--- src/rtl/three_axis_position_observer_assert.svh ---
// Assertion helpers for the position observer.
`ifndef THREE_AXIS_POSITION_OBSERVER_ASSERT_SVH
`define THREE_AXIS_POSITION_OBSERVER_ASSERT_SVH
`ifndef SYNTHESIS
`define TAPO_ASSERT_NOW(label, clk, rstn, ante, cons) \
    label: assert property (@(posedge clk) disable iff (!rstn) (ante) |-> (cons)) \
        else $error("position observer: same-cycle check failed");
`define TAPO_ASSERT_NEXT(label, clk, rstn, ante, cons) \
    label: assert property (@(posedge clk) disable iff (!rstn) (ante) |=> (cons)) \
        else $error("position observer: next-cycle check failed");
`else
`define TAPO_ASSERT_NOW(label, clk, rstn, ante, cons)
`define TAPO_ASSERT_NEXT(label, clk, rstn, ante, cons)
`endif
`endif

--- src/rtl/tapo_pkg.sv ---
package tapo_pkg;

    localparam int DATA_W = 32;
    localparam int FRAC_W = 16;
    localparam int ACC_W  = 64;
    localparam int PROD_W = 52;

    localparam logic signed [ACC_W-1:0] DATA_MAX = (64'sd1 <<< (DATA_W - 1)) - 64'sd1;
    localparam logic signed [ACC_W-1:0] DATA_MIN = -(64'sd1 <<< (DATA_W - 1));
    localparam logic signed [ACC_W-1:0] ROUND_HALF = 64'sd1 <<< (FRAC_W - 1);

    // configuration register indexes
    localparam logic [2:0] REG_GAIN_POSITION    = 3'd0;
    localparam logic [2:0] REG_GAIN_SPEED       = 3'd1;
    localparam logic [2:0] REG_GAIN_DISTURBANCE = 3'd2;
    localparam logic [2:0] REG_DIST_LIMIT       = 3'd3;
    localparam logic [2:0] REG_HORIZ_SMOOTHING  = 3'd4;
    localparam logic [2:0] REG_VERT_SMOOTHING   = 3'd5;

    typedef enum logic [3:0] {
        LN_IDLE,
        LN_F2A,
        LN_F2B,
        LN_F1A,
        LN_F1B,
        LN_OB1,
        LN_OB2,
        LN_OB3,
        LN_OB4,
        LN_OB5,
        LN_OB6,
        LN_OB7,
        LN_OB8,
        LN_DONE
    } lane_state_t;

    typedef struct packed {
        logic                     idle;
        logic                     done;
        logic signed [DATA_W-1:0] pos;
        logic signed [DATA_W-1:0] spd;
        logic signed [DATA_W-1:0] dist_est;
    } lane_out_t;

    // round a Q.32 sum to Q.16 (add half, floor), add base, saturate
    function automatic logic signed [DATA_W-1:0] round_sat(
        input logic signed [ACC_W-1:0]  acc,
        input logic signed [DATA_W-1:0] base
    );
        logic signed [ACC_W-1:0] r;
        logic signed [ACC_W-1:0] s;
        r = (acc + ROUND_HALF) >>> FRAC_W;
        s = r + ACC_W'(base);
        if (s > DATA_MAX) begin
            s = DATA_MAX;
        end else if (s < DATA_MIN) begin
            s = DATA_MIN;
        end
        return DATA_W'(s);
    endfunction

    function automatic logic signed [DATA_W-1:0] clamp_limit(
        input logic signed [DATA_W-1:0] v,
        input logic [DATA_W-2:0]        lim
    );
        logic signed [DATA_W:0] vx;
        logic signed [DATA_W:0] lx;
        logic signed [DATA_W:0] nlx;
        logic signed [DATA_W:0] r;
        vx  = (DATA_W + 1)'(v);
        lx  = $signed({2'b00, lim});
        nlx = -lx;
        if (vx > lx) begin
            r = lx;
        end else if (vx < nlx) begin
            r = nlx;
        end else begin
            r = vx;
        end
        return DATA_W'(r);
    endfunction

endpackage

--- src/rtl/tapo_lane.sv ---
module tapo_lane #(
    parameter bit TWO_STAGE = 1'b1
) (
    input  logic                               aclk,
    input  logic                               aresetn,
    input  logic                               start,
    input  logic [15:0]                        time_step,
    input  logic signed [tapo_pkg::DATA_W-1:0] meas,
    input  logic signed [tapo_pkg::DATA_W-1:0] accel_cmd,
    input  logic                               restart,
    input  logic [15:0]                        smoothing,
    input  logic [15:0]                        gain_position,
    input  logic [15:0]                        gain_speed,
    input  logic [15:0]                        gain_disturbance,
    input  logic [tapo_pkg::DATA_W-2:0]        disturbance_limit,
    input  logic                               release_lane,
    output tapo_pkg::lane_out_t                lane_out
);

    localparam int DW = tapo_pkg::DATA_W;
    localparam int AW = tapo_pkg::ACC_W;
    localparam int PW = tapo_pkg::PROD_W;

    tapo_pkg::lane_state_t state_reg, state_next;

    logic [15:0]           dt_reg, dt_next;
    logic signed [DW-1:0]  meas_reg, meas_next;
    logic signed [DW-1:0]  cmd_reg, cmd_next;
    logic                  rst_flag_reg, rst_flag_next;
    logic signed [DW:0]    err_reg, err_next;
    logic signed [PW-1:0]  prod_reg, prod_next;
    logic signed [AW-1:0]  acc_reg, acc_next;
    logic signed [DW-1:0]  s1_reg, s1_next;
    logic signed [DW-1:0]  s2_reg, s2_next;
    logic signed [DW-1:0]  pos_reg, pos_next;
    logic signed [DW-1:0]  spd_reg, spd_next;
    logic signed [DW-1:0]  dist_reg, dist_next;

    logic signed [17:0]    mult_a;
    logic signed [DW+1:0]  mult_b;
    logic [16:0]           coeff_rest;
    logic signed [AW-1:0]  prod_ext;
    logic signed [AW-1:0]  prod_sh;
    logic signed [DW-1:0]  applied;

    assign coeff_rest = 17'h10000 - {1'b0, smoothing};
    assign prod_ext   = AW'(prod_reg);
    assign prod_sh    = prod_ext <<< 8;
    assign applied    = TWO_STAGE ? s2_reg : s1_reg;

    always_ff @(posedge aclk) begin
        if (!aresetn) begin
            state_reg <= tapo_pkg::LN_IDLE;
            s1_reg    <= '0;
            s2_reg    <= '0;
            pos_reg   <= '0;
            spd_reg   <= '0;
            dist_reg  <= '0;
        end else begin
            state_reg <= state_next;
            s1_reg    <= s1_next;
            s2_reg    <= s2_next;
            pos_reg   <= pos_next;
            spd_reg   <= spd_next;
            dist_reg  <= dist_next;
        end
    end

    always_ff @(posedge aclk) begin
        dt_reg       <= dt_next;
        meas_reg     <= meas_next;
        cmd_reg      <= cmd_next;
        rst_flag_reg <= rst_flag_next;
        err_reg      <= err_next;
        prod_reg     <= prod_next;
        acc_reg      <= acc_next;
    end

    always_comb begin
        state_next    = state_reg;
        dt_next       = dt_reg;
        meas_next     = meas_reg;
        cmd_next      = cmd_reg;
        rst_flag_next = rst_flag_reg;
        err_next      = err_reg;
        acc_next      = acc_reg;
        s1_next       = s1_reg;
        s2_next       = s2_reg;
        pos_next      = pos_reg;
        spd_next      = spd_reg;
        dist_next     = dist_reg;
        mult_a        = '0;
        mult_b        = '0;

        // each step from F2A to OB6 issues one product; the next step folds it into acc
        case (state_reg)
            tapo_pkg::LN_IDLE: begin
                if (start) begin
                    dt_next       = time_step;
                    meas_next     = meas;
                    cmd_next      = accel_cmd;
                    rst_flag_next = restart;
                    err_next      = (DW + 1)'(meas) - (DW + 1)'(pos_reg);
                    state_next    = tapo_pkg::LN_F2A;
                end
            end
            tapo_pkg::LN_F2A: begin
                mult_a     = $signed({2'b00, smoothing});
                mult_b     = (DW + 2)'(s2_reg);
                state_next = tapo_pkg::LN_F2B;
            end
            tapo_pkg::LN_F2B: begin
                mult_a     = $signed({1'b0, coeff_rest});
                mult_b     = (DW + 2)'(s1_reg);
                acc_next   = prod_ext;
                state_next = tapo_pkg::LN_F1A;
            end
            tapo_pkg::LN_F1A: begin
                mult_a     = $signed({2'b00, smoothing});
                mult_b     = (DW + 2)'(s1_reg);
                acc_next   = acc_reg + prod_ext;
                state_next = tapo_pkg::LN_F1B;
            end
            tapo_pkg::LN_F1B: begin
                mult_a     = $signed({1'b0, coeff_rest});
                mult_b     = (DW + 2)'(cmd_reg);
                acc_next   = prod_ext;
                s2_next    = tapo_pkg::round_sat(acc_reg, '0);
                state_next = tapo_pkg::LN_OB1;
            end
            tapo_pkg::LN_OB1: begin
                mult_a     = $signed({2'b00, dt_reg});
                mult_b     = (DW + 2)'(spd_reg);
                acc_next   = acc_reg + prod_ext;
                state_next = tapo_pkg::LN_OB2;
            end
            tapo_pkg::LN_OB2: begin
                mult_a     = $signed({2'b00, gain_position});
                mult_b     = (DW + 2)'(err_reg);
                acc_next   = prod_ext;
                s1_next    = tapo_pkg::round_sat(acc_reg, '0);
                state_next = tapo_pkg::LN_OB3;
            end
            tapo_pkg::LN_OB3: begin
                mult_a     = $signed({2'b00, dt_reg});
                mult_b     = (DW + 2)'(dist_reg);
                acc_next   = acc_reg + prod_sh;
                state_next = tapo_pkg::LN_OB4;
            end
            tapo_pkg::LN_OB4: begin
                mult_a     = $signed({2'b00, dt_reg});
                mult_b     = (DW + 2)'(applied);
                acc_next   = prod_ext;
                pos_next   = rst_flag_reg ? meas_reg : tapo_pkg::round_sat(acc_reg, pos_reg);
                state_next = tapo_pkg::LN_OB5;
            end
            tapo_pkg::LN_OB5: begin
                mult_a     = $signed({2'b00, gain_speed});
                mult_b     = (DW + 2)'(err_reg);
                acc_next   = acc_reg + prod_ext;
                state_next = tapo_pkg::LN_OB6;
            end
            tapo_pkg::LN_OB6: begin
                mult_a     = $signed({2'b00, gain_disturbance});
                mult_b     = (DW + 2)'(err_reg);
                acc_next   = acc_reg + prod_sh;
                state_next = tapo_pkg::LN_OB7;
            end
            tapo_pkg::LN_OB7: begin
                acc_next   = prod_sh;
                spd_next   = rst_flag_reg ? '0 : tapo_pkg::round_sat(acc_reg, spd_reg);
                state_next = tapo_pkg::LN_OB8;
            end
            tapo_pkg::LN_OB8: begin
                dist_next  = rst_flag_reg ? '0 :
                             tapo_pkg::clamp_limit(tapo_pkg::round_sat(acc_reg, dist_reg),
                                                   disturbance_limit);
                state_next = tapo_pkg::LN_DONE;
            end
            tapo_pkg::LN_DONE: begin
                if (release_lane) begin
                    state_next = tapo_pkg::LN_IDLE;
                end
            end
            default: begin
                state_next = tapo_pkg::LN_IDLE;
            end
        endcase

        prod_next = mult_a * mult_b;
    end

    always_comb begin
        lane_out.idle     = (state_reg == tapo_pkg::LN_IDLE);
        lane_out.done     = (state_reg == tapo_pkg::LN_DONE);
        lane_out.pos      = pos_reg;
        lane_out.spd      = spd_reg;
        lane_out.dist_est = dist_reg;
    end

endmodule

--- config.mk ---
export PLATFORM = sky130hd
export DESIGN_NAME = tapo_lane
export DESIGN_NICKNAME = d
export VERILOG_FILES = /design/src/rtl/three_axis_position_observer_assert.svh /design/src/rtl/tapo_pkg.sv /design/src/rtl/tapo_lane.sv
export SDC_FILE = /design/constraint.sdc
export NUM_CORES = 2
export LEC_CHECK = 0
export ABC_CLOCK_PERIOD_IN_PS = 26400
export BUFFER_PORTS_ARGS = -buffer_cell sky130_fd_sc_hd__buf_2
export CAP_MARGIN = 5
export CORE_ASPECT_RATIO = 1.4
export CORE_MARGIN = 4
export CORE_UTILIZATION = 67
export CTS_CLUSTER_DIAMETER = 30
export DETAILED_ROUTE_END_ITERATION = 7
export HOLD_SLACK_MARGIN = 0.06
export PLACE_DENSITY = 0.84
export SKIP_CTS_REPAIR_TIMING = 1
export SLEW_MARGIN = 20
export SYNTH_ARGS = -nofsm -noshare
export SYNTH_HDL_FRONTEND = slang
export SYNTH_SLANG_ARGS = --single-unit
--- constraint.sdc ---
create_clock -name aclk -period 26.4 [get_ports aclk]
set_clock_uncertainty 0.05 [all_clocks]
set_input_delay 6.6 -clock aclk [delete_from_list [all_inputs] [get_ports aclk]]
set_output_delay 6.6 -clock aclk [all_outputs]
set_load 0.02 [all_outputs]
==> impl_metrics.toml <==
[sta]
finalCritPeriodShare_pct = 59.0
fmax_mhz = 64.2
setup_ws_ns = 10.82
rsz0062_at_grt = "false"
tightest_slew_ns = 1.24
slew_headroom_pct = 17.6
hold_viol = 0
fin_setup_tns_ns = 0
fin_crit_ns = 15.58
drv_slew = 0
report.final.setup_viol = 0

[placed_design]
dp_slack_ns = 10.58
gp_congestion = 1.06
port-buffer-count = 277
hpwl_um = 152000
place_area_um2 = 57100

[global_routing]
gr-total-overflow = 0
grt_pass1_vias = 52900
grt_start_max_net_pins = 75
grt_antenna_before_repair = 11
grt_pass1_wl_um = 299000
grt_usage_pct = 44.3

[synthesis]
synth_seq_area_share_pct = 17.8
synthCells = 6418
synth-async-reset-ratio_pct = 0
synth-edff-count = 178
synth.distinct_cells = 102
synth_fp_nets = 7621
syn_area_per_cell_um2 = 8.47
ys.flop_type = "dfxtp_1"
ys_seq_elements = 394
synth_area_um2 = 54400
yosys_warnings = 0

[setup_path]
crit_family = "adder cells"
critPathKind = "in2reg"
critical_path_buf_inv_count = 4
required_ns = 26.92
cp_max_fo = 33
slowest_stage = "or4_1"
path_common_cell = "fa_1"
cp.arrival_ns = 16.10
end_kind = "register"
max_stage_delay_ns = 0.62
start_kind = "primary input"

[finish]
nets = 7808
area_delta_synth_final_pct = 10.7
fin_util_pct = 74.8
layout-drive-gt1-share_pct = 10.2
fin_area_um2 = 60200
largest_reg_flops = 64

[routing]
drtPass1Iterations = 8
drt_iter0_drc = 5786
final_antenna_net_count = 0
vias = 52200
drcViolationCount = 0
viasPerCell = 6.74
wl_per_cell_um = 25.3
wl_um = 196000

[floorplanning]
rows = 123
die_w_um = 249
dieHeight_um = 345
io_pins = 278
start_util_pct = 67.5
die-area_um2 = 85800
fp.coreArea_um2 = 80500

[run_status]
outcome = "completed"

[clock_network]
clockBufferDepth = 3
ctsRootBufferMaster = "clkbuf_16"
cts_tree = "yes"
htreeDepth = 3
clock_sinks = 394
cts_made_buffers = 84
clk_latency_ns = 0.68
path_clk_slew_ns = 0.05

[power_and_ir_drop]
ir_drop_v = 0.0000615
power_density_nw_per_um2 = 45.3
leakage_nw = 27.5

[job]
drv_cap = 0

[min_path]
hold_class = "reg2reg"
==> power by group <==
part / switching (mW) / internal (mW)
sequential: 0.0614 / 0.698
combinational: 0.568 / 0.284
clock: 0.413 / 0.702
==> Yosys cell counts, drive strengths merged (12+ instances only) <==
cell,count,share of area (%)
a21o,217,3.0
dfxtp,216,8.0
a211oi,36,0.51
nand2b,113,1.3
fa,546,20
nand2,686,4.7
a31oi,50,0.60
or3,16,0.18
a21boi,13,0.19
a21oi,448,4.1
nor3,88,0.82
o21bai,50,0.70
a22oi,36,0.50
a22o,44,0.71
or2,21,0.24
a221o,106,2.0
xnor2,244,3.9
o211ai,44,0.63
nand3,129,1.2
buf,41,0.40
nor4,30,0.36
a222oi,40,0.74
and3,59,0.68
o31ai,26,0.36
nand4,85,0.98
o21a,58,0.80
and2,33,0.38
clkbuf,255,1.8
edfxtp,178,9.8
nor2b,76,0.87
ha,477,11
inv,696,4.8
o21ai,346,3.3
o2111ai,13,0.21
a211o,12,0.19
nor2,495,3.4
or4,12,0.17
a32o,35,0.67
xor2,137,2.2
a221oi,58,0.95
==> cell type report <==
cell class,count,area [um2]
multi-input combinational,5031,41300
clock buffer,102,2390
antenna,6,15.0
sequential,394,9670
tap,1062,1330
clock inverter,55,606
fill,5973,20300
timing repair buffer,397,2300
inverter,697,2620
==> kinds of logic after synthesis <==
| group | count (synthesis) | share of synthesized area [%] |
|---|---|---|
| AND/OR/NAND/NOR | 1879 | 15.9 |
| AO/OA/AOI/OAI | 1738 | 21.9 |
| adder cells (fa/ha/maj) | 1023 | 31.1 |
| buffers and inverters | 993 | 6.98 |
| flip-flops | 394 | 17.8 |
| XOR/XNOR | 381 | 6.15 |
| multiplexers | 10 | 0.191 |
==> final timing paths <==
path                              startpoint      endpoint  slack, ns  cells past startpoint
worst max register to register   acc_reg[16]  dist_reg[23]      15.75                     34
worst min register to register   applied[31]   applied[31]       0.45                      2
worst max-delay path            smoothing[7]  prod_reg[50]      10.82                     30
worst min-delay path             applied[31]   applied[31]       0.45                      2
==> tightest hold or removal path, stage by stage, from the launching register on <==
cell and delay (ns):
dfxtp_1 0.30, nor2_1 0.10, nor3_1 0.05
==> routing by layer <==
layer  share of wire (%)  GRT usage (%)
met5               0.032              0
met4                  10           37.3
met3                  11           11.8
met2                  46           71.7
met1                  33           48.6
==> cell usage in the layout (no fill, tap or decap), types with 22 or more instances in the layout <==
cell type	n
inv_1	695
nand2_1	686
fa_1	546
nor2_1	482
ha_1	477
a21oi_1	443
o21ai_0	289
buf_2	277
xnor2_1	243
a21o_1	217
dfxtp_1	216
edfxtp_1	178
xor2_1	137
nand3_1	129
buf_4	116
nand2b_1	113
a221o_1	106
clkbuf_16	91
nand4_1	85
nor3_1	84
nor2b_1	76
and3_1	59
o21a_1	57
a31oi_1	49
o21bai_1	49
a22o_1	44
o211ai_1	42
a222oi_1	40
a22oi_1	36
a221oi_1	34
a211oi_1	34
o21ai_1	34
and2_1	30
nor4_1	29
o31ai_1	26
o21ai_2	23
a32o_1	22
==> stage by stage <==
stage	hold slack (ns)	std cells	power [mW]
2_1_floorplan	0.419	6418	1.29
3_3_place_gp	0.426	7573	1.56
3_5_place_dp	0.439	7575	1.58
4_1_cts	0.445	7732	2.69
5_1_grt	0.467	7739	2.82
6_report	0.448	7744	2.73
Power figures use the tool's default switching activity.
