### config.mk
export PLATFORM = sky130hd
export DESIGN_NAME = tapo_merge
export DESIGN_NICKNAME = d
export VERILOG_FILES = /design/src/rtl/three_axis_position_observer_assert.svh /design/src/rtl/tapo_pkg.sv /design/src/rtl/tapo_merge.sv
export SDC_FILE = /design/constraint.sdc
export NUM_CORES = 1
export LEC_CHECK = 0
export BUFFER_PORTS_ARGS = -buffer_cell sky130_fd_sc_hd__clkbuf_2
export CAP_MARGIN = 20
export CORE_AREA = 3 3 229 231
export DETAILED_ROUTE_END_ITERATION = 7
export DIE_AREA = 0 0 232 234
export PLACE_DENSITY = 0.43
export SYNTH_ARGS = -nofsm -noshare
export SYNTH_HDL_FRONTEND = slang
export SYNTH_SLANG_ARGS = --single-unit
### constraint.sdc
create_clock -name aclk -period 26 [get_ports aclk]
set_clock_uncertainty 0.1 [all_clocks]
set_input_delay 5.2 -clock aclk [delete_from_list [all_inputs] [get_ports aclk]]
set_output_delay 5.2 -clock aclk [all_outputs]
set_load 0.01 [all_outputs]
### src/rtl/three_axis_position_observer_assert.svh
// Assertion helpers for the position observer.
`ifndef THREE_AXIS_POSITION_OBSERVER_ASSERT_SVH
`define THREE_AXIS_POSITION_OBSERVER_ASSERT_SVH
`ifndef SYNTHESIS
`define TAPO_ASSERT_NOW(label, clk, rstn, ante, cons) \
    label: assert property (@(posedge clk) disable iff (!rstn) (ante) |-> (cons)) \
        else $error("position observer: same-cycle check failed");
`define TAPO_ASSERT_NEXT(label, clk, rstn, ante, cons) \
    label: assert property (@(posedge clk) disable iff (!rstn) (ante) |=> (cons)) \
        else $error("position observer: next-cycle check failed");
`else
`define TAPO_ASSERT_NOW(label, clk, rstn, ante, cons)
`define TAPO_ASSERT_NEXT(label, clk, rstn, ante, cons)
`endif
`endif

### src/rtl/tapo_pkg.sv
package tapo_pkg;

    localparam int DATA_W = 32;
    localparam int FRAC_W = 16;
    localparam int ACC_W  = 64;
    localparam int PROD_W = 52;

    localparam logic signed [ACC_W-1:0] DATA_MAX = (64'sd1 <<< (DATA_W - 1)) - 64'sd1;
    localparam logic signed [ACC_W-1:0] DATA_MIN = -(64'sd1 <<< (DATA_W - 1));
    localparam logic signed [ACC_W-1:0] ROUND_HALF = 64'sd1 <<< (FRAC_W - 1);

    // configuration register indexes
    localparam logic [2:0] REG_GAIN_POSITION    = 3'd0;
    localparam logic [2:0] REG_GAIN_SPEED       = 3'd1;
    localparam logic [2:0] REG_GAIN_DISTURBANCE = 3'd2;
    localparam logic [2:0] REG_DIST_LIMIT       = 3'd3;
    localparam logic [2:0] REG_HORIZ_SMOOTHING  = 3'd4;
    localparam logic [2:0] REG_VERT_SMOOTHING   = 3'd5;

    typedef enum logic [3:0] {
        LN_IDLE,
        LN_F2A,
        LN_F2B,
        LN_F1A,
        LN_F1B,
        LN_OB1,
        LN_OB2,
        LN_OB3,
        LN_OB4,
        LN_OB5,
        LN_OB6,
        LN_OB7,
        LN_OB8,
        LN_DONE
    } lane_state_t;

    typedef struct packed {
        logic                     idle;
        logic                     done;
        logic signed [DATA_W-1:0] pos;
        logic signed [DATA_W-1:0] spd;
        logic signed [DATA_W-1:0] dist_est;
    } lane_out_t;

    // round a Q.32 sum to Q.16 (add half, floor), add base, saturate
    function automatic logic signed [DATA_W-1:0] round_sat(
        input logic signed [ACC_W-1:0]  acc,
        input logic signed [DATA_W-1:0] base
    );
        logic signed [ACC_W-1:0] r;
        logic signed [ACC_W-1:0] s;
        r = (acc + ROUND_HALF) >>> FRAC_W;
        s = r + ACC_W'(base);
        if (s > DATA_MAX) begin
            s = DATA_MAX;
        end else if (s < DATA_MIN) begin
            s = DATA_MIN;
        end
        return DATA_W'(s);
    endfunction

    function automatic logic signed [DATA_W-1:0] clamp_limit(
        input logic signed [DATA_W-1:0] v,
        input logic [DATA_W-2:0]        lim
    );
        logic signed [DATA_W:0] vx;
        logic signed [DATA_W:0] lx;
        logic signed [DATA_W:0] nlx;
        logic signed [DATA_W:0] r;
        vx  = (DATA_W + 1)'(v);
        lx  = $signed({2'b00, lim});
        nlx = -lx;
        if (vx > lx) begin
            r = lx;
        end else if (vx < nlx) begin
            r = nlx;
        end else begin
            r = vx;
        end
        return DATA_W'(r);
    endfunction

endpackage

### src/rtl/tapo_merge.sv
module tapo_merge (
    input  logic                  aclk,
    input  logic                  aresetn,
    input  tapo_pkg::lane_out_t   lane_out [3],
    output logic                  release_lanes,
    output logic                  m_tvalid,
    input  logic                  m_tready,
    // pos_x, spd_x, dist_x, pos_y, spd_y, dist_y, pos_z, spd_z, dist_z
    output logic [9*tapo_pkg::DATA_W-1:0] m_tdata
);

    logic                          out_valid_reg, out_valid_next;
    logic [9*tapo_pkg::DATA_W-1:0] out_data_reg, out_data_next;
    logic                          all_done;

    assign all_done      = lane_out[0].done & lane_out[1].done & lane_out[2].done;
    assign release_lanes = all_done && (!out_valid_reg || m_tready);

    always_comb begin
        out_valid_next = out_valid_reg;
        out_data_next  = out_data_reg;
        if (release_lanes) begin
            out_valid_next = 1'b1;
            out_data_next  = {lane_out[2].dist_est, lane_out[2].spd, lane_out[2].pos,
                              lane_out[1].dist_est, lane_out[1].spd, lane_out[1].pos,
                              lane_out[0].dist_est, lane_out[0].spd, lane_out[0].pos};
        end else if (m_tready) begin
            out_valid_next = 1'b0;
        end
    end

    always_ff @(posedge aclk) begin
        if (!aresetn) begin
            out_valid_reg <= 1'b0;
        end else begin
            out_valid_reg <= out_valid_next;
        end
    end

    always_ff @(posedge aclk) begin
        out_data_reg <= out_data_next;
    end

    assign m_tvalid = out_valid_reg;
    assign m_tdata  = out_data_reg;

endmodule

==> results of run 1 <==
-- layer usage --
layer	global-route usage, %	share of wire (%)	up-vias
met3	4.49	11	57
met2	16.6	52	326
met5	0	0.15	-
met1	9.49	33	2587
li1	-	-	2453
met4	4.11	3.1	6
-- kinds of logic after synthesis --
| logic type | Yosys count | share of synthesized area, % |
|---|---|---|
| AO/OA/AOI/OAI | 1 | 0.129 |
| flip-flops | 289 | 99.7 |
| AND/OR/NAND/NOR | 3 | 0.201 |
-- flip-flops by register name (all words and copies together) (netlist names) --
signal / cells
m_tdata: 288
m_tvalid: 1
-- worst paths after layout --
check | start | to | slack, ns
worst max-delay path | lane_out[96] | release_lanes | 14.22
worst min-delay path | m_tvalid | m_tvalid | 0.41
worst max register to register | m_tvalid | m_tdata[137] | 22.68
worst min register to register | m_tvalid | m_tvalid | 0.41
-- layout by cell type, fill, tap and decap left out, drive strengths merged --
cell type and count:
clkinv 10, clkinvlp 1, buf 4, edfxtp 288
a21boi 1, bufinv 2, nand3 1, clkbuf 627
nor2b 1, dfxtp 1, diode 1, nand2b 1
inv 2
-- stage by stage --
stage                     power (W)  setup slack, ns
after floorplan            0.000561             2.62
after global placement     0.000592            14.15
after detailed placement   0.000593            14.10
after CTS                   0.00108            14.11
after global routing        0.00109            14.04
final                       0.00105            14.22
-- final cells by class --
type                    count  area share, %
multi-input cells           4          0.267
clock buffers              44           7.08
well taps                 672           6.19
diodes                      1         0.0184
clock inverters            15          0.985
repair buffers            587           21.7
flip-flops and latches    289           63.8
-- power breakdown --
| group | switching, W | internal [W] | total, W |
|---|---|---|---|
| clock network | 0.000187 | 0.000282 | 0.000469 |
| registers | 0.00000362 | 0.000529 | 0.000533 |
| logic | 0.0000255 | 0.0000233 | 0.0000488 |
| total | 0.000216 | 0.000834 | 0.00105 |
-- worst register-to-register path, delay by kind of cell (launching register included) --
kind,cells,cell delay [ns]
buffers and inverters,2,1.69
DFF,1,0.31
and+or+nand+nor,2,0.80
==> load_flow_metrics.sql, run 1 <==
INSERT INTO impl_metrics (metric_group, metric, value, unit) VALUES
('status', 'outcome', 'completed', ''),
('clock_network', 'clk_latency', '0.52', 'ns'),
('clock_network', 'tritoncts_clock_tree', 'yes', ''),
('setup_path', 'critPathTopFamily', 'simple AND/OR/NAND/NOR gates', ''),
('routing', 'drt_iter0_markers', '280', ''),
('synth', 'synth_async_sr_flop_share', '0', '%'),
('finish', 'drive_gt1_share', '67.9', '%'),
('synth', 'syn-instance-count', '293', ''),
('die', 'rows', '82', ''),
('timing', 'max_slew.worst_pin.slew', '0.927', 'ns'),
('setup_path', 'criticalPathCategory', 'in2out', ''),
('timing', 'setup_total_negative_slack', '0', 'ns'),
('setup_path', 'cp-start-kind', 'input port', ''),
('synth', 'synth_sequential_area_ratio', '99.7', '%'),
('placement', 'gp_congestion', '0.763', ''),
('timing', 'period_share', '45.3', '%'),
('timing', 'period_minus_slack', '11.78', 'ns'),
('routing', 'route.antenna.remaining_nets', '0', ''),
('synth', 'post-synth-top-count-cell', 'sky130_fd_sc_hd__edfxtp_1', ''),
('clock_network', 'clockRootBuffer', 'sky130_fd_sc_hd__clkbuf_16', ''),
('die', 'initial_utilization', '17.3', '%'),
('die', 'chipWidth', '232', 'um'),
('global_routing', 'grt_start_max_net_pins', '72', ''),
('timing', 'rsz_0062_raised_after_global_routing', 'no', ''),
('routing', 'drt-total-wl', '27600', 'um'),
('synth', 'yosys_warnings', '0', ''),
('setup_path', 'timing.critical_path.required', '20.70', 'ns'),
('global_routing', 'antenna_violations_before_repair', '6', ''),
('finish', 'area_growth_syn_to_layout', '56.3', '%'),
('routing', 'detailroute.via_count', '5429', ''),
('die', 'design.die.area', '0.0543', 'mm^2'),
('routing', 'remaining_drc_errors', '0', ''),
('clock_network', 'path_clk_slew', '0.06', 'ns'),
('global_routing', 'grtUsageTotal', '9.42', '%'),
('finish', 'final-seq-area', '0.00867', 'mm^2'),
('pwr', 'vdd.ir_drop.worst', '0.0460', 'mV'),
('routing', 'routed_via_density', '3.37', ''),
('setup_path', 'worstPathBufferInverterCount', '2', ''),
('clock_network', 'post_cts.resized_instances', '0', ''),
('placement', 'half_perimeter_wire_length_after_detailed_placement', '21500', 'um'),
('global_routing', 'first_global_vias', '5728', ''),
('clock_network', 'h-tree-depth', '2', ''),
('setup_path', 'critPathMaxStageDelay', '0.69', 'ns'),
('setup_path', 'crit_slowest_cell', 'sky130_fd_sc_hd__nor2b_4', ''),
('timing', 'timing_hold_violations_final', '0', ''),
('clock_network', 'cts_buffers', '35', ''),
('synth', 'largest_area_contributor_in_the_synthesized_netlist', 'sky130_fd_sc_hd__edfxtp_1', ''),
('timing', 'worst_relative_slew_slack', '38.2', '%'),
('pwr', 'power.density', '77.3', 'mW/mm^2'),
('synth', 'mappedNetlistArea', '0.00870', 'mm^2'),
('min_path', 'hold_class', 'reg2reg', ''),
('placement', 'port_buffers', '583', ''),
('global_routing', 'grt_first_pass_wirelength', '37200', 'um'),
('finish', 'multi_input_comb_area', '36.3', 'um^2'),
('timing', 'fin_worst_hold_slack', '0.413', 'ns'),
('routing', 'detail_route.wl_per_cell', '17.1', 'um'),
('finish', 'final_core_utilization', '27.0', '%'),
('pwr', 'leakage', '5.65', 'nW'),
('die', 'design.portCount', '587', ''),
('finish', 'layout_net_count', '1214', ''),
('clock_network', 'clock_sink_count', '289', ''),
('timing', 'setup-violations-final', '0', ''),
('setup_path', 'cp_cell_instances', 'clkbuf_2 > nand3_1 > nor2b_4 > clkbuf_2', ''),
('global_routing', 'grt_overflow_total', '0', ''),
('synth', 'synth_top_area_share', '99.4', '%'),
('setup_path', 'cp_max_fo', '30', ''),
('routing', 'drt_pass1_iterations', '4', ''),
('synth', 'synth_edf_count', '288', ''),
('setup_path', 'crit_path_frequent_cell', 'sky130_fd_sc_hd__clkbuf_2', ''),
('placement', 'standard_cell_area_after_detailed_placement', '0.0125', 'mm^2'),
('setup_path', 'arrival', '6.48', 'ns');
(Power assumes the default switching activity.)
==> inputs of run 2 (changes only) <==
- PLACE_DENSITY: 0.43 -> 0.44
- clock period: 26 -> 9.9 ns (I/O delays scaled with it)
==> run 2 against run 1 <==
Effect of this change:
- final area shrank 0.39%
- global-route usage shrank 0.19 points
- register-to-register slack worse by 16 ns
- clock power is 150% higher
- via count down 0.77%
- count of clock-buffer cells in the layout fell by 6
- flip-flop and latch count stayed put
- worst setup slack got worse by 9.4 ns
- cell count did not move
- largest power group unchanged
==> load_flow_metrics.sql, run 2 (synthesis results as in run 1) <==
INSERT INTO impl_metrics (metric_group, metric, value, unit) VALUES
('setup_path', 'cp_max_fo', '21', ''),
('finish', 'drive_gt1_share', '67.4', '%'),
('placement', 'port_buffers', '583', ''),
('finish', 'layout_net_count', '1212', ''),
('die', 'design.portCount', '587', ''),
('timing', 'setup_total_negative_slack', '0', 'ns'),
('global_routing', 'grt_start_max_net_pins', '155', ''),
('timing', 'rsz_0062_raised_after_global_routing', 'no', ''),
('routing', 'drt-total-wl', '26800', 'um'),
('routing', 'drt_pass1_iterations', '4', ''),
('clock_network', 'clockRootBuffer', 'sky130_fd_sc_hd__clkbuf_16', ''),
('finish', 'final_core_utilization', '26.9', '%'),
('setup_path', 'timing.critical_path.from', 'm_tready', ''),
('pwr', 'power', '0.00270', 'W'),
('routing', 'detail_route.wl_per_cell', '16.6', 'um'),
('placement', 'half_perimeter_wire_length_after_detailed_placement', '20700', 'um'),
('clock_network', 'cts_buffers', '34', ''),
('clock_network', 'tritoncts_clock_tree', 'yes', ''),
('global_routing', 'grt_first_pass_wirelength', '36600', 'um'),
('timing', 'period_share', '51.5', '%'),
('timing', 'fmax', '196', 'MHz'),
('die', 'design.core.area', '0.0503', 'mm^2'),
('clock_network', 'path_clk_slew', '0.05', 'ns'),
('setup_path', 'endpoint_kind', 'output port', ''),
('setup_path', 'critPathTopFamily', 'simple AND/OR/NAND/NOR gates', ''),
('finish', 'largest_register_ff_count', '288', ''),
('setup_path', 'crit_path_frequent_cell', 'sky130_fd_sc_hd__clkbuf_2', ''),
('routing', 'remaining_drc_errors', '0', ''),
('timing', 'setup-violations-final', '0', ''),
('min_path', 'min_path_cells', '2', ''),
('routing', 'routed_via_density', '3.34', ''),
('die', 'chipWidth', '232', 'um'),
('finish', 'filler_cell_count', '5208', ''),
('die', 'initial_utilization', '17.3', '%'),
('clock_network', 'cts_setup_buffers', '0', ''),
('pwr', 'vdd.ir_drop.worst', '0.130', 'mV'),
('timing', 'max_slew.worst_pin.slew', '1.03', 'ns'),
('min_path', 'hold_class', 'reg2reg', ''),
('clock_network', 'hold_fix_buffer_count_after_cts', '0', ''),
('routing', 'drt_iter0_markers', '213', ''),
('global_routing', 'first_global_vias', '5833', ''),
('setup_path', 'crit_slowest_cell', 'sky130_fd_sc_hd__nor2b_4', ''),
('global_routing', 'grt_overflow_total', '0', ''),
('setup_path', 'arrival', '3.02', 'ns'),
('routing', 'route.antenna.remaining_nets', '0', ''),
('setup_path', 'criticalPathCategory', 'in2out', ''),
('global_routing', 'grtUsageTotal', '9.23', '%'),
('clock_network', 'clk_latency', '0.52', 'ns'),
('global_routing', 'antenna_violations_before_repair', '5', ''),
('clock_network', 'post_cts.resized_instances', '0', ''),
('placement', 'gp_congestion', '0.759', ''),
('timing', 'timing_hold_violations_final', '0', ''),
('finish', 'mostFrequentLayoutCell', 'sky130_fd_sc_hd__clkbuf_2', ''),
('timing', 'period_minus_slack', '5.10', 'ns'),
('pwr', 'leakage', '5.61', 'nW'),
('pwr', 'power.density', '199', 'mW/mm^2'),
('setup_path', 'cp-start-kind', 'input port', ''),
('setup_path', 'timing.critical_path.required', '7.82', 'ns'),
('routing', 'detailroute.via_count', '5387', ''),
('die', 'height_of_the_chip', '234', 'um'),
('timing', 'slew_viols_final', '0', ''),
('clock_network', 'h-tree-depth', '2', ''),
('setup_path', 'cp_cell_instances', 'clkbuf_2 > nand2b_1 > nor2b_4 > clkbuf_2', ''),
('die', 'rows', '82', ''),
('finish', 'area_growth_syn_to_layout', '55.7', '%'),
('setup_path', 'worstReg2RegStart', 'm_tvalid', ''),
('clock_network', 'clock_sink_count', '289', ''),
('job', 'cap_viol_max_count', '0', ''),
('status', 'outcome', 'completed', ''),
('finish', 'layout.cells.most_common_list', 'sky130_fd_sc_hd__clkbuf_2 (583), sky130_fd_sc_hd__edfxtp_1 (288), sky130_fd_sc_hd__clkbuf_16 (35), sky130_fd_sc_hd__clkinv_1 (12), sky130_fd_sc_hd__clkinv_2 (4)', ''),
('setup_path', 'worst_r2r_path_depth', '4', ''),
('setup_path', 'worstPathBufferInverterCount', '2', ''),
('clock_network', 'cts.path.max_buffers', '3', ''),
('min_path', 'start_point_of_the_worst_min_delay_path', 'm_tvalid', ''),
('setup_path', 'critPathMaxStageDelay', '0.57', 'ns'),
('die', 'design.die.area', '0.0543', 'mm^2'),
('timing', 'worst_relative_slew_slack', '31.0', '%'),
('setup_path', 'timing.critical_path.depth', '4', '');
## run 2: cell types whose count changed in the layout (fill, tap and decap cells not counted), moves of 2 or more
cell / previous run / this run
sky130_fd_sc_hd__clkinv_1: 4 / 12
sky130_fd_sc_hd__clkbuf_1: 6 / 3
sky130_fd_sc_hd__buf_4: 4 / 2
sky130_fd_sc_hd__clkbuf_16: 37 / 35
## run 2: layout make-up
| cell class | instances | area (um^2) | area share, % |
|---|---|---|---|
| Antenna cell | 2 | 5.00 | 0.0370 |
| Timing Repair Buffer | 586 | 2950 | 21.8 |
| Tap cell | 672 | 841 | 6.21 |
| Clock inverter | 21 | 149 | 1.10 |
| Clock buffer | 38 | 887 | 6.55 |
| Sequential cell | 289 | 8670 | 64.0 |
| Multi-Input combinational cell | 4 | 36.3 | 0.268 |
## run 2: power breakdown
group | total, W | switching (W) | internal [W] | leakage [nW]
Clock | 0.00117 | 0.000480 | 0.000693 | 0.502
Combinational | 0.000129 | 0.0000676 | 0.0000615 | 2.46
Sequential | 0.00140 | 0.00000893 | 0.00139 | 2.65
## run 2: stage by stage
step / hold slack (ns) / instances / setup slack, ns / area (um^2)
after detailed placement: 0.410 / 1551 / 4.74 / 12500
after global routing: 0.451 / 1610 / 4.69 / 13500
final: 0.417 / 1612 / 4.80 / 13500
after CTS: 0.419 / 1610 / 4.74 / 13500
after floorplan: 0.424 / 293 / 1.46 / 8700
after global placement: 0.407 / 1551 / 4.75 / 12500
## run 2: worst register-to-register path: cells and delay by family (launching register included)
kind	cells	cell delay [ns]
flops	1	0.31
buf+inv	2	1.22
simple gates	2	0.68
## run 2: final timing paths
check | slack, ns | endpoint
setup / recovery | 4.80 | release_lanes
hold / removal | 0.42 | m_tvalid
setup reg to reg | 6.86 | m_tdata[21]
hold reg to reg | 0.42 | m_tvalid
## run 2: per-layer routing
metal | global-route usage (%) | share of wire [%] | wire length [um] | vias up
met5 | 0 | 0.078 | 21 | -
met3 | 5.32 | 14 | 3890 | 48
met2 | 16.3 | 51 | 13700 | 378
met4 | 4.09 | 3.1 | 833 | 4
li1 | - | - | - | 2456
met1 | 8.64 | 31 | 8340 | 2501
